$ cat src/sv/ali_pkg.sv
// ----------------------------------------------------------------------------
// ali_pkg
// Types and fixed field widths of the array list insert/delete block.
// ----------------------------------------------------------------------------
package ali_pkg;

   localparam int FUNC_W   = 2;
   localparam int POS_W    = 8;
   localparam int VALUE_W  = 32;
   localparam int LEN_W    = 8;
   localparam int STATUS_W = 2;

   typedef enum logic [FUNC_W-1:0] {
      FUNC_INSERT = 2'd0,
      FUNC_DELETE = 2'd1,
      FUNC_READ   = 2'd2
   } func_type;

   typedef enum logic [STATUS_W-1:0] {
      STATUS_OK   = 2'd0,
      STATUS_POS  = 2'd1,
      STATUS_FULL = 2'd2
   } status_type;

   typedef enum logic [2:0] {
      ST_IDLE,
      ST_SHIFT_UP,
      ST_WRITE,
      ST_SHIFT_DOWN,
      ST_READ_WAIT
   } state_type;

endpackage

$ cat src/sv/ali_ram.sv
// ----------------------------------------------------------------------------
// ali_ram
// Generic RAM with one write port and one registered read port.
// ----------------------------------------------------------------------------
module ali_ram #(
   parameter int WIDTH = 32,
   parameter int DEPTH = 128
) (
   input  logic                     clock,
   input  logic                     wr_en,
   input  logic [$clog2(DEPTH)-1:0] wr_addr,
   input  logic [WIDTH-1:0]         wr_data,
   input  logic [$clog2(DEPTH)-1:0] rd_addr,
   output logic [WIDTH-1:0]         rd_data
);

   logic [WIDTH-1:0] mem [DEPTH];
   logic [WIDTH-1:0] rd_data_ff;

   always_ff @(posedge clock) begin
      if (wr_en) begin
         mem[wr_addr] <= wr_data;
      end
      rd_data_ff <= mem[rd_addr];
   end

   assign rd_data = rd_data_ff;

endmodule

$ cat src/sv/array_list_insert_delete.sv
// ----------------------------------------------------------------------------
// array_list_insert_delete
// Ordered list of signed words kept in one RAM, with insert, delete and read.
// ----------------------------------------------------------------------------
// A command is transferred at a rising edge with start high and busy low.
// req_func selects insert, delete or read; req_position is the list position
// and req_value the word to insert. Each command gives exactly one result,
// shown for one cycle with rsp_valid high; the receiver cannot stall it.
// rsp_list_length is the length after the command, rsp_read_value the word
// of a successful read and zero otherwise.
// Rejected commands and reads need no shift. An insert or a delete moves the
// entries behind its position, one entry per cycle through the single RAM
// write port, each read from the registered read port ahead of its write.
// Reset clears the length and the sequencer; RAM contents stay undefined
// and are only read below the length, where every entry has been written.
// busy is high while a shift, the final insert write or a read is under way.
// ----------------------------------------------------------------------------
module array_list_insert_delete #(
   parameter int LIST_DEPTH = 128
) (
   input  logic                                clock,
   input  logic                                reset,
   input  logic                                start,
   output logic                                busy,
   input  logic [ali_pkg::FUNC_W-1:0]          req_func,
   input  logic [ali_pkg::POS_W-1:0]           req_position,
   input  logic signed [ali_pkg::VALUE_W-1:0]  req_value,
   output logic                                rsp_valid,
   output logic [ali_pkg::STATUS_W-1:0]        rsp_status,
   output logic [ali_pkg::LEN_W-1:0]           rsp_list_length,
   output logic signed [ali_pkg::VALUE_W-1:0]  rsp_read_value
);

   localparam int ADDR_W = $clog2(LIST_DEPTH);
   localparam int CNT_W  = $clog2(LIST_DEPTH + 1);
   localparam int CMP_W  = (CNT_W > ali_pkg::POS_W) ? CNT_W : ali_pkg::POS_W;

   ali_pkg::state_type  state_ff, state_in;
   logic [CNT_W-1:0]    count_ff, count_in;
   logic [ADDR_W-1:0]   pos_ff, pos_in;
   logic [ADDR_W-1:0]   cursor_ff, cursor_in;
   logic [ali_pkg::VALUE_W-1:0] value_ff, value_in;
   logic                rsp_valid_ff, rsp_valid_in;
   ali_pkg::status_type rsp_status_ff, rsp_status_in;
   logic [ali_pkg::VALUE_W-1:0] rsp_value_ff, rsp_value_in;

   logic                ram_wr_en;
   logic [ADDR_W-1:0]   ram_wr_addr;
   logic [ali_pkg::VALUE_W-1:0] ram_wr_data;
   logic [ADDR_W-1:0]   ram_rd_addr;
   logic [ali_pkg::VALUE_W-1:0] ram_rd_data;

   logic                accept;
   logic [CMP_W-1:0]    pos_ext, pos_next_ext, cnt_ext;
   logic                pos_lt_cnt, pos_le_cnt, pos_eq_cnt, pos_is_last, list_full;
   logic [ADDR_W-1:0]   cnt_last;

   assign busy   = (state_ff != ali_pkg::ST_IDLE);
   assign accept = start && !busy;

   assign pos_ext      = CMP_W'(req_position);
   assign pos_next_ext = pos_ext + 1'b1;
   assign cnt_ext      = CMP_W'(count_ff);
   assign pos_lt_cnt   = (pos_ext < cnt_ext);
   assign pos_le_cnt   = (pos_ext <= cnt_ext);
   assign pos_eq_cnt   = (pos_ext == cnt_ext);
   assign pos_is_last  = (pos_next_ext == cnt_ext);
   assign list_full    = (count_ff == CNT_W'(LIST_DEPTH));
   assign cnt_last     = ADDR_W'(count_ff - 1'b1);

   ali_ram #(
      .WIDTH (ali_pkg::VALUE_W),
      .DEPTH (LIST_DEPTH)
   ) u_ram (
      .clock   (clock),
      .wr_en   (ram_wr_en),
      .wr_addr (ram_wr_addr),
      .wr_data (ram_wr_data),
      .rd_addr (ram_rd_addr),
      .rd_data (ram_rd_data)
   );

   // Next state.
   always_comb begin
      state_in = state_ff;
      unique case (state_ff)
         ali_pkg::ST_IDLE: begin
            if (accept) begin
               unique case (req_func)
                  ali_pkg::FUNC_INSERT: begin
                     if (pos_le_cnt && !list_full) begin
                        state_in = pos_eq_cnt ? ali_pkg::ST_WRITE : ali_pkg::ST_SHIFT_UP;
                     end
                  end
                  ali_pkg::FUNC_DELETE: begin
                     if (pos_lt_cnt && !pos_is_last) begin
                        state_in = ali_pkg::ST_SHIFT_DOWN;
                     end
                  end
                  ali_pkg::FUNC_READ: begin
                     if (pos_lt_cnt) begin
                        state_in = ali_pkg::ST_READ_WAIT;
                     end
                  end
                  default: state_in = ali_pkg::ST_IDLE;
               endcase
            end
         end
         ali_pkg::ST_SHIFT_UP: begin
            if (cursor_ff == pos_ff) begin
               state_in = ali_pkg::ST_WRITE;
            end
         end
         ali_pkg::ST_WRITE:     state_in = ali_pkg::ST_IDLE;
         ali_pkg::ST_SHIFT_DOWN: begin
            if (cursor_ff == cnt_last) begin
               state_in = ali_pkg::ST_IDLE;
            end
         end
         ali_pkg::ST_READ_WAIT: state_in = ali_pkg::ST_IDLE;
         default:               state_in = ali_pkg::ST_IDLE;
      endcase
   end

   // Datapath, RAM control and result.
   // The shifts read one entry ahead of the write, so in a shift cycle the read
   // and write addresses differ by one or two and never collide.
   always_comb begin
      count_in      = count_ff;
      pos_in        = pos_ff;
      cursor_in     = cursor_ff;
      value_in      = value_ff;
      rsp_valid_in  = 1'b0;
      rsp_status_in = ali_pkg::STATUS_OK;
      rsp_value_in  = '0;
      ram_wr_en     = 1'b0;
      ram_wr_addr   = cursor_ff;
      ram_wr_data   = ram_rd_data;
      ram_rd_addr   = cursor_ff;
      unique case (state_ff)
         ali_pkg::ST_IDLE: begin
            if (accept) begin
               pos_in   = ADDR_W'(req_position);
               value_in = req_value;
               unique case (req_func)
                  ali_pkg::FUNC_INSERT: begin
                     if (!pos_le_cnt) begin
                        rsp_valid_in  = 1'b1;
                        rsp_status_in = ali_pkg::STATUS_POS;
                     end else if (list_full) begin
                        rsp_valid_in  = 1'b1;
                        rsp_status_in = ali_pkg::STATUS_FULL;
                     end else if (!pos_eq_cnt) begin
                        ram_rd_addr = cnt_last;
                        cursor_in   = cnt_last;
                     end
                  end
                  ali_pkg::FUNC_DELETE: begin
                     if (!pos_lt_cnt) begin
                        rsp_valid_in  = 1'b1;
                        rsp_status_in = ali_pkg::STATUS_POS;
                     end else if (pos_is_last) begin
                        count_in     = count_ff - 1'b1;
                        rsp_valid_in = 1'b1;
                     end else begin
                        ram_rd_addr = ADDR_W'(pos_next_ext);
                        cursor_in   = ADDR_W'(pos_next_ext);
                     end
                  end
                  ali_pkg::FUNC_READ: begin
                     if (!pos_lt_cnt) begin
                        rsp_valid_in  = 1'b1;
                        rsp_status_in = ali_pkg::STATUS_POS;
                     end else begin
                        ram_rd_addr = ADDR_W'(req_position);
                     end
                  end
                  default: begin
                     rsp_valid_in  = 1'b1;
                     rsp_status_in = ali_pkg::STATUS_POS;
                  end
               endcase
            end
         end
         ali_pkg::ST_SHIFT_UP: begin
            ram_wr_en   = 1'b1;
            ram_wr_addr = cursor_ff + 1'b1;
            ram_rd_addr = cursor_ff - 1'b1;
            cursor_in   = cursor_ff - 1'b1;
         end
         ali_pkg::ST_WRITE: begin
            ram_wr_en    = 1'b1;
            ram_wr_addr  = pos_ff;
            ram_wr_data  = value_ff;
            count_in     = count_ff + 1'b1;
            rsp_valid_in = 1'b1;
         end
         ali_pkg::ST_SHIFT_DOWN: begin
            ram_wr_en   = 1'b1;
            ram_wr_addr = cursor_ff - 1'b1;
            if (cursor_ff == cnt_last) begin
               count_in     = count_ff - 1'b1;
               rsp_valid_in = 1'b1;
            end else begin
               ram_rd_addr = cursor_ff + 1'b1;
               cursor_in   = cursor_ff + 1'b1;
            end
         end
         ali_pkg::ST_READ_WAIT: begin
            rsp_valid_in = 1'b1;
            rsp_value_in = ram_rd_data;
         end
         default: begin
            rsp_valid_in = 1'b0;
         end
      endcase
   end

   always_ff @(posedge clock) begin
      if (reset) begin
         state_ff     <= ali_pkg::ST_IDLE;
         count_ff     <= '0;
         rsp_valid_ff <= 1'b0;
      end else begin
         state_ff     <= state_in;
         count_ff     <= count_in;
         rsp_valid_ff <= rsp_valid_in;
      end
   end

   always_ff @(posedge clock) begin
      pos_ff        <= pos_in;
      cursor_ff     <= cursor_in;
      value_ff      <= value_in;
      rsp_status_ff <= rsp_status_in;
      rsp_value_ff  <= rsp_value_in;
   end

   assign rsp_valid       = rsp_valid_ff;
   assign rsp_status      = rsp_status_ff;
   assign rsp_list_length = ali_pkg::LEN_W'(CMP_W'(count_ff));
   assign rsp_read_value  = rsp_value_ff;

endmodule

$ cat config.mk
export PLATFORM = sky130hd
export DESIGN_NAME = array_list_insert_delete
export DESIGN_NICKNAME = d
export VERILOG_FILES = /design/src/sv/ali_pkg.sv /design/src/sv/ali_ram.sv /design/src/sv/array_list_insert_delete.sv
export SDC_FILE = /design/constraint.sdc
export NUM_CORES = 2
export LEC_CHECK = 0
export BUFFER_PORTS_ARGS = -buffer_cell sky130_fd_sc_hd__buf_2
export CAP_MARGIN = 20
export CORE_UTILIZATION = 66
export CTS_BUF_LIST = sky130_fd_sc_hd__clkbuf_4
export CTS_CLUSTER_SIZE = 28
export DETAILED_ROUTE_END_ITERATION = 16
export PLACE_DENSITY = 0.78
export SLEW_MARGIN = 25
export SYNTH_ARGS = -nofsm -noshare
export SYNTH_HDL_FRONTEND = slang
export SYNTH_HIERARCHICAL = 1
export SYNTH_SLANG_ARGS = --single-unit
export TNS_END_PERCENT = 20
$ cat constraint.sdc
create_clock -name clock -period 7.2 [get_ports clock]
set_input_delay 0.72 -clock clock [delete_from_list [all_inputs] [get_ports clock]]
set_output_delay 0.72 -clock clock [all_outputs]
set_load 0.02 [all_outputs]
Yosys cells after proc, flatten, opt, wreduce, memory -nomap -nowiden
Memories as Yosys holds them, arrays and structs flattened. A register that Yosys moved wholly into a read port is not among the register bits.
Index checks and enable logic that the tools add are counted.
{"block": "totals", "n_memories": 1, "input_bits": 45, "register_bits": 92, "mem_bits_rw": 4096, "output_inout_bits": 44, "wordCells": 101}
{"block": "op_classes", "n_reduce_logical": 18, "n_eq_ne": 21, "n_mux": 46, "addsub": 5, "order_cmp": 2}
{"memory": "u_ram.mem", "words": 128, "word_bits": 32, "rd": 1, "rd_ports_with_merged_regs": 1, "wr": 1, "line_no": "ali_ram.sv:17", "rtl": "logic [WIDTH-1:0] mem [DEPTH];"}
{"cell": "one-hot mux 7 bit (3 select lines)", "n": 4}
{"cell": "2-to-1 mux 7 bit", "n": 9}
{"cell": "2-to-1 mux 8 bit", "n": 5}
{"cell": "2-to-1 mux 32 bit", "n": 1}
{"cell": "one-hot mux 8 bit (3 select lines)", "n": 1}
{"cell": "2-to-1 mux 3 bit", "n": 6}
{"cell": "one-hot mux 3 bit (3 select lines)", "n": 2}
{"cell": "adder 8 x 1 -> 8 bit, second input constant", "n": 2}
{"cell": "equality test 8 bit", "n": 2}
{"cell": "equality test 7 bit", "n": 2}
{"cell": "one-hot mux 7 bit (2 select lines)", "n": 1}
{"cell": "AND reduction 6 bit", "n": 2}
{"cell": "2-to-1 mux 1 bit", "n": 11}
{"cell": "inequality test 2 bit, second input constant", "n": 5}
{"cell": "inequality test 3 bit, second input constant", "n": 3}
{"cell": "nonzero test 3 bit", "n": 3}
{"cell": "equality test 8 bit, second input constant", "n": 1}
{"cell": "less-or-equal comparator 8 bit", "n": 1}
{"cell": "< comparator 8 bit", "n": 1}
{"cell": "subtractor 8 x 1 -> 8 bit, second input constant", "n": 1}
{"cell": "adder 7 x 1 -> 7 bit, second input constant", "n": 1}
{"cell": "subtractor 7 x 1 -> 7 bit, second input constant", "n": 1}
{"cell": "equality test 3 x 2 -> 1 bit, second input constant", "n": 2}
{"cell": "2-to-1 mux 2 bit", "n": 3}
{"cell": "other kinds (16)", "n": 22}

Depth between registers and ports, before layout
{"block": "depth", "ltp_word": 8, "mapped_depth": 20, "depth_no_buf": 13}

Modules after synthesis
Netlist, hierarchy kept.
{"module": "ali_ram", "area_each_um2": 156276.1, "cells_each": 5990, "n_inst": 1, "seq_area_each_um2": 123638.6}
{"module": "array_list_insert_delete", "area_each_um2": 5632.9, "cells_each": 650, "n_inst": 1, "seq_area_each_um2": 2302.2}

Worst setup path before layout
OpenSTA, ideal clock, no wires.
{"block": "synth_path", "path_type": "reg2reg", "startpoint": "register cursor_ff[0]", "endpoint": "memory u_ram.mem[98][0], enable pin", "synth_period_minus_slack_ps": 5469, "setup_slack_ps": 1731, "setup_time_ps": 461, "arrival_time_ps": 5008, "required_ps": 6739, "n_path_buf": 1, "path_stages_with_launch": 13, "path_cell_list": "edfxtp_1 -> clkbuf_1 -> inv_1 -> ha_1 -> or3b_2 -> xnor2_1 -> a311oi_1 -> o21ai_0 -> nand2_1 -> o21ai_0 -> nor2_1 -> nand4_1 -> nor3_1"}
{"block": "synth_via", "elab_chain_len": 2, "word_cells_on_any_way": 3, "cone_classes": "add/sub: 2; mux: 1"}
{"item": "from (decl)", "line_no": "array_list_insert_delete.sv:41", "rtl": "logic [ADDR_W-1:0] cursor_ff, cursor_in;"}
{"item": "from (signal assigned)", "line_no": "array_list_insert_delete.sv:233", "rtl": "cursor_ff <= cursor_in;"}
{"item": "subtractor 7 x 1 -> 7 bit / adder 7 x 1 -> 7 bit (equally long branches)", "line_no": "array_list_insert_delete.sv:200, array_list_insert_delete.sv:187"}
{"item": "one-hot mux 7 bit (3 select lines) *", "line_no": "array_list_insert_delete.sv:140", "rtl": "unique case (state_ff)"}
{"item": "net ram_wr_addr[4]", "line_no": "array_list_insert_delete.sv:48", "rtl": "logic [ADDR_W-1:0] ram_wr_addr;"}
{"item": "to (decl)", "line_no": "ali_ram.sv:17"}
The timed path passes the listed nets; every way through them passes the cells marked *.

Worst setup path after layout
{"block": "layout_path", "startpoint": "register count_ff[5] (netlist: rsp_list_length[5])", "endpoint": "register u_ram.rd_data_ff[17] (netlist: u_ram/rd_data[17]) (read register of u_ram.mem)"}
{"block": "layout_via", "elab_chain_len": 7, "word_cells_on_any_way": 17, "cone_classes": "add/sub: 1; order compare: 2; eq/ne: 4; mux: 10"}
{"item": "from (decl)", "line_no": "array_list_insert_delete.sv:39", "rtl": "logic [CNT_W-1:0] count_ff, count_in;"}
{"item": "from (signal assigned)", "line_no": "array_list_insert_delete.sv:226", "rtl": "count_ff <= count_in;"}
{"item": "parallel branches: the longest is 6 deep, another holds < comparator 8 bit"}
{"item": "one-hot mux 7 bit (3 select lines) *", "line_no": "array_list_insert_delete.sv:140"}
{"item": "net ram_rd_addr[0]", "line_no": "array_list_insert_delete.sv:50", "rtl": "logic [ADDR_W-1:0] ram_rd_addr;"}
{"item": "to (decl)", "line_no": "ali_ram.sv:18", "rtl": "logic [WIDTH-1:0] rd_data_ff;"}
Mark *: on every way through the listed nets, which the timed path passes.
A chain may end at the register's enable or synchronous reset.

==> metrics.log <==
INFO  metric finalWorstSetupSlack = 636 ps
INFO  metric cts-root-to-sink-buffers = 4
INFO  metric cell_count_after_synthesis = 6640
INFO  metric grt_setup_unrepaired = no
INFO  metric avgSynthCellArea = 24.4 um2
INFO  metric worst_setup_path_start_kind = flip-flop
INFO  metric max_stage_delay = 660 ps
INFO  metric final-hold-violation-count = 0
INFO  metric post_synth_edffs = 4142
INFO  metric first_pass_iters = 8
INFO  metric synth.ff_latch_count = 4220
INFO  metric floorplan.io_pins = 89
INFO  metric timing.clock.skew = 114 ps
INFO  metric critPathBufInv = 6
INFO  metric grt_remaining_overflow = 0
INFO  metric timing.hold.ws = 207 ps
INFO  metric core-area = 243000 um2
INFO  metric synthTopCellsByArea = sky130_fd_sc_hd__edfxtp_1, sky130_fd_sc_hd__mux4_2, sky130_fd_sc_hd__dfxtp_1
INFO  metric grt_first_pass_wirelength = 605000 um
INFO  metric tritoncts_clock_tree = yes
INFO  metric synth_simple_gate_area_share = 0.0124
INFO  metric clk-insertion-delay-late = 1550 ps
INFO  metric path_class = reg -> reg
INFO  metric grt_max_degree = 97
INFO  metric number_of_antenna_violations_at_the_first_check_in_global_routing = 47
INFO  metric ys_warn_count = 6
INFO  metric syn2layout_area_growth = 13.0%
INFO  metric clock_transition_at_the_register_clock_pins_on_the_worst_setup_and_hold_paths_after_cts = 70 ps
INFO  metric detail_route.vias_per_cell = 6.99
INFO  metric total_number_of_h_tree_levels = 6
INFO  metric cap_viol_max_count = 0
INFO  metric ys_dominant_reg_cell = sky130_fd_sc_hd__edfxtp_1
INFO  metric power.leakage = 58.5 nW
INFO  metric io_buffers = 88
INFO  metric clock_sink_count = 4220
INFO  metric crit_chain = inv_1 -> ha_1 -> nand4_1 -> or3_1 -> nand2_1 -> nor2_1 -> buf_4 -> o21ai_0 -> a221oi_1 -> a221oi_4 -> buf_12 -> buf_12 -> buf_12 -> buf_4 -> mux4_2 -> mux4_2 -> mux4_2 -> mux2_2
INFO  metric dieArea = 247000 um2
INFO  metric avgRoutedWirePerCell = 36.7 um
INFO  metric floorplan.rows = 181
INFO  metric synth_fa_ha_area_frac = 0.00131
INFO  metric timing.max_slew.rel_slack = 0.183
INFO  metric synth_fp_nets = 6702
INFO  metric vias = 82179
INFO  metric die-width = 497 um
INFO  metric first_global_vias = 83437
INFO  metric tritoncts.num_buffers = 972
INFO  metric timing.final.max_slew_violations = 0
INFO  metric post_route_cells_drive_above_1_share = 0.410
INFO  metric remaining_drc_errors = 0
INFO  metric post_synth_instance_area = 162000 um2
INFO  metric crit_path_end_kind = flip-flop
INFO  metric timing.fmax = 152 MHz
INFO  metric critical_path_peak_fanout = 49
INFO  metric combinational_family_with_the_most_area_after_synthesis = multiplexers
INFO  metric yosysTopAreaCellShare = 0.768
INFO  metric final_net_count = 7836
INFO  metric synth_compound_gate_area_share = 0.00628
INFO  metric ctsRootBufferMaster = sky130_fd_sc_hd__clkbuf_4
INFO  metric netlist-cell-type-count = 73
INFO  metric outcome = finished, final reports clean
INFO  metric start_util = 0.665
INFO  metric synth.top_cells.by_count = sky130_fd_sc_hd__edfxtp_1, sky130_fd_sc_hd__mux4_2, sky130_fd_sc_hd__clkbuf_1, sky130_fd_sc_hd__nor2_1, sky130_fd_sc_hd__nand2_1
INFO  metric period_share = 0.912
INFO  metric ant_nets = 0
INFO  metric synth.mux.area_fraction = 0.190
INFO  metric track_usage = 0.355
INFO  metric synth.yosys.seq_area_share = 0.778
INFO  metric setup_viol_count_final = 0
INFO  metric holdCritPathClass = in -> reg
INFO  metric finalSetupTns = 0 ps
INFO  metric yosysTopAreaCell = sky130_fd_sc_hd__edfxtp_1
INFO  metric post-dp-hpwl = 248000 um
INFO  metric async_flop_share = 0
INFO  metric critPathRequiredTime = 8620 ps
INFO  metric peakVddDrop = 0.000273 V
INFO  metric final_design_area_no_fill = 183000 um2
INFO  metric post-place-ws = 641 ps
INFO  metric critical_path_arrival = 7980 ps
INFO  metric synthMostInstantiatedCell = sky130_fd_sc_hd__edfxtp_1
INFO  metric post_placement_cell_area = 170000 um2
INFO  metric slowest_library_cell_on_the_worst_path = sky130_fd_sc_hd__mux4_2
INFO  metric post_synthesis_xor_xnor_area_fraction = 0.00270
INFO  metric max_slew.worst_pin.slew = 1220 ps
INFO  metric final_period_demand_of_the_worst_path = 6560 ps
INFO  metric power.density = 343 nW/um2
INFO  metric chipHeight = 497 um
INFO  metric post_cts_resized = 0
INFO  metric totalWireLength = 432000 um
INFO  metric initialDrtViolationCount = 13254
INFO  metric place.gp.congestion = 0.931
INFO  metric crit_family = multiplexers
## cell usage in the layout, fill, tap and decap left out, types with 20 or more instances in the layout
cell                               n
sky130_fd_sc_hd__diode_2          21
sky130_fd_sc_hd__buf_12           72
sky130_fd_sc_hd__dlygate4sd3_1    87
sky130_fd_sc_hd__clkbuf_4       1434
sky130_fd_sc_hd__edfxtp_1       4142
sky130_fd_sc_hd__nor2_1           30
sky130_fd_sc_hd__buf_2            88
sky130_fd_sc_hd__and3_1           41
sky130_fd_sc_hd__dfxtp_1          77
sky130_fd_sc_hd__buf_4           272
sky130_fd_sc_hd__mux2_2           34
sky130_fd_sc_hd__nand3_1          30
sky130_fd_sc_hd__inv_1            22
sky130_fd_sc_hd__nor2_4          121
sky130_fd_sc_hd__nand2_1         113
sky130_fd_sc_hd__o21ai_0          20
sky130_fd_sc_hd__nand2_4          30
sky130_fd_sc_hd__a21oi_1          39
sky130_fd_sc_hd__mux4_2         1344
sky130_fd_sc_hd__clkinv_1        250
## state kept, by name, indices dropped and copies added (netlist names)
signal	flops
rsp_valid	1
u_ram/rd_data	32
u_ram/mem	4096
state_ff	3
cursor_ff	7
rsp_read_value	32
rsp_list_length	8
pos_ff	7
value_ff	32
rsp_status	2
## per-layer routing
layer	part of all wire	routed length, um	up-vias	track usage
met1	0.33	141000	42301	0.482
li1	-	-	31753	-
met3	0.16	68200	993	0.116
met2	0.46	201000	7116	0.528
met5	0.00048	209	-	0.00347
met4	0.051	22100	16	0.178
## cell families after synthesis
kind of cell	after synthesis
xor gates and xnor gates	42
buffers and inverters	387
muxes	1383
and+or+nand+nor	446
DFF	4220
adders and majority gates	17
AOI/OAI and AO/OA	145
## stage by stage
step / power (mW) / instances / util
final: 62.7 / 11761 / 0.751
after global routing: 64.4 / 11751 / 0.751
after CTS: 62.5 / 11740 / 0.751
after detailed placement: 44.2 / 9915 / 0.697
after global placement: 43.7 / 9911 / 0.697
after floorplan: 38.9 / 6640 / -
## where the power goes
part / internal (mW) / switching (mW) / leakage (nW)
Combinational: 4.15 / 8.77 / 13.3
Clock: 9.38 / 9.20 / 7.24
Sequential: 30.8 / 0.387 / 37.9
## worst register-to-register path: stages (launching register included)
cell	delay, ps
sky130_fd_sc_hd__dfxtp_1	510
sky130_fd_sc_hd__inv_1	220
sky130_fd_sc_hd__ha_1	350
sky130_fd_sc_hd__nand4_1	200
sky130_fd_sc_hd__or3_1	530
sky130_fd_sc_hd__nand2_1	210
sky130_fd_sc_hd__nor2_1	60
sky130_fd_sc_hd__buf_4	170
sky130_fd_sc_hd__o21ai_0	220
sky130_fd_sc_hd__a221oi_1	180
sky130_fd_sc_hd__a221oi_4	370
sky130_fd_sc_hd__buf_12	250
sky130_fd_sc_hd__buf_12	200
sky130_fd_sc_hd__buf_12	360
sky130_fd_sc_hd__buf_4	450
sky130_fd_sc_hd__mux4_2	570
sky130_fd_sc_hd__mux4_2	620
sky130_fd_sc_hd__mux4_2	670
sky130_fd_sc_hd__mux2_2	320
## path summary, 6_finish.rpt
check,startpoint,end,slack [ps],cells after the start
worst min register to register,u_ram/rd_data[29],rsp_read_value[29],530,1
worst max-delay path,rsp_list_length[5],u_ram/rd_data[17],640,18
worst min-delay path,req_position[7],rsp_status[1],210,6
worst max register to register,rsp_list_length[5],u_ram/rd_data[17],640,18
## final cells by class
cell class,instances,area [um2]
Tap cell,3202,4010
Antenna cell,21,52.6
Multi-Input combinational cell,2033,35700
Clock buffer,1434,10800
Timing Repair Buffer,524,4870
Inverter,23,86.3
Sequential cell,4220,126000
Fill cell,12313,60500
Clock inverter,304,1480
## what timing repair did
action / 4_1_cts / 5_1_grt
endpoints found under the hold margin: 58 / 0
buffers inserted: 0 / 0
hold buffers: 87 / 0
No activity file was read; power rests on OpenSTA's default activity.
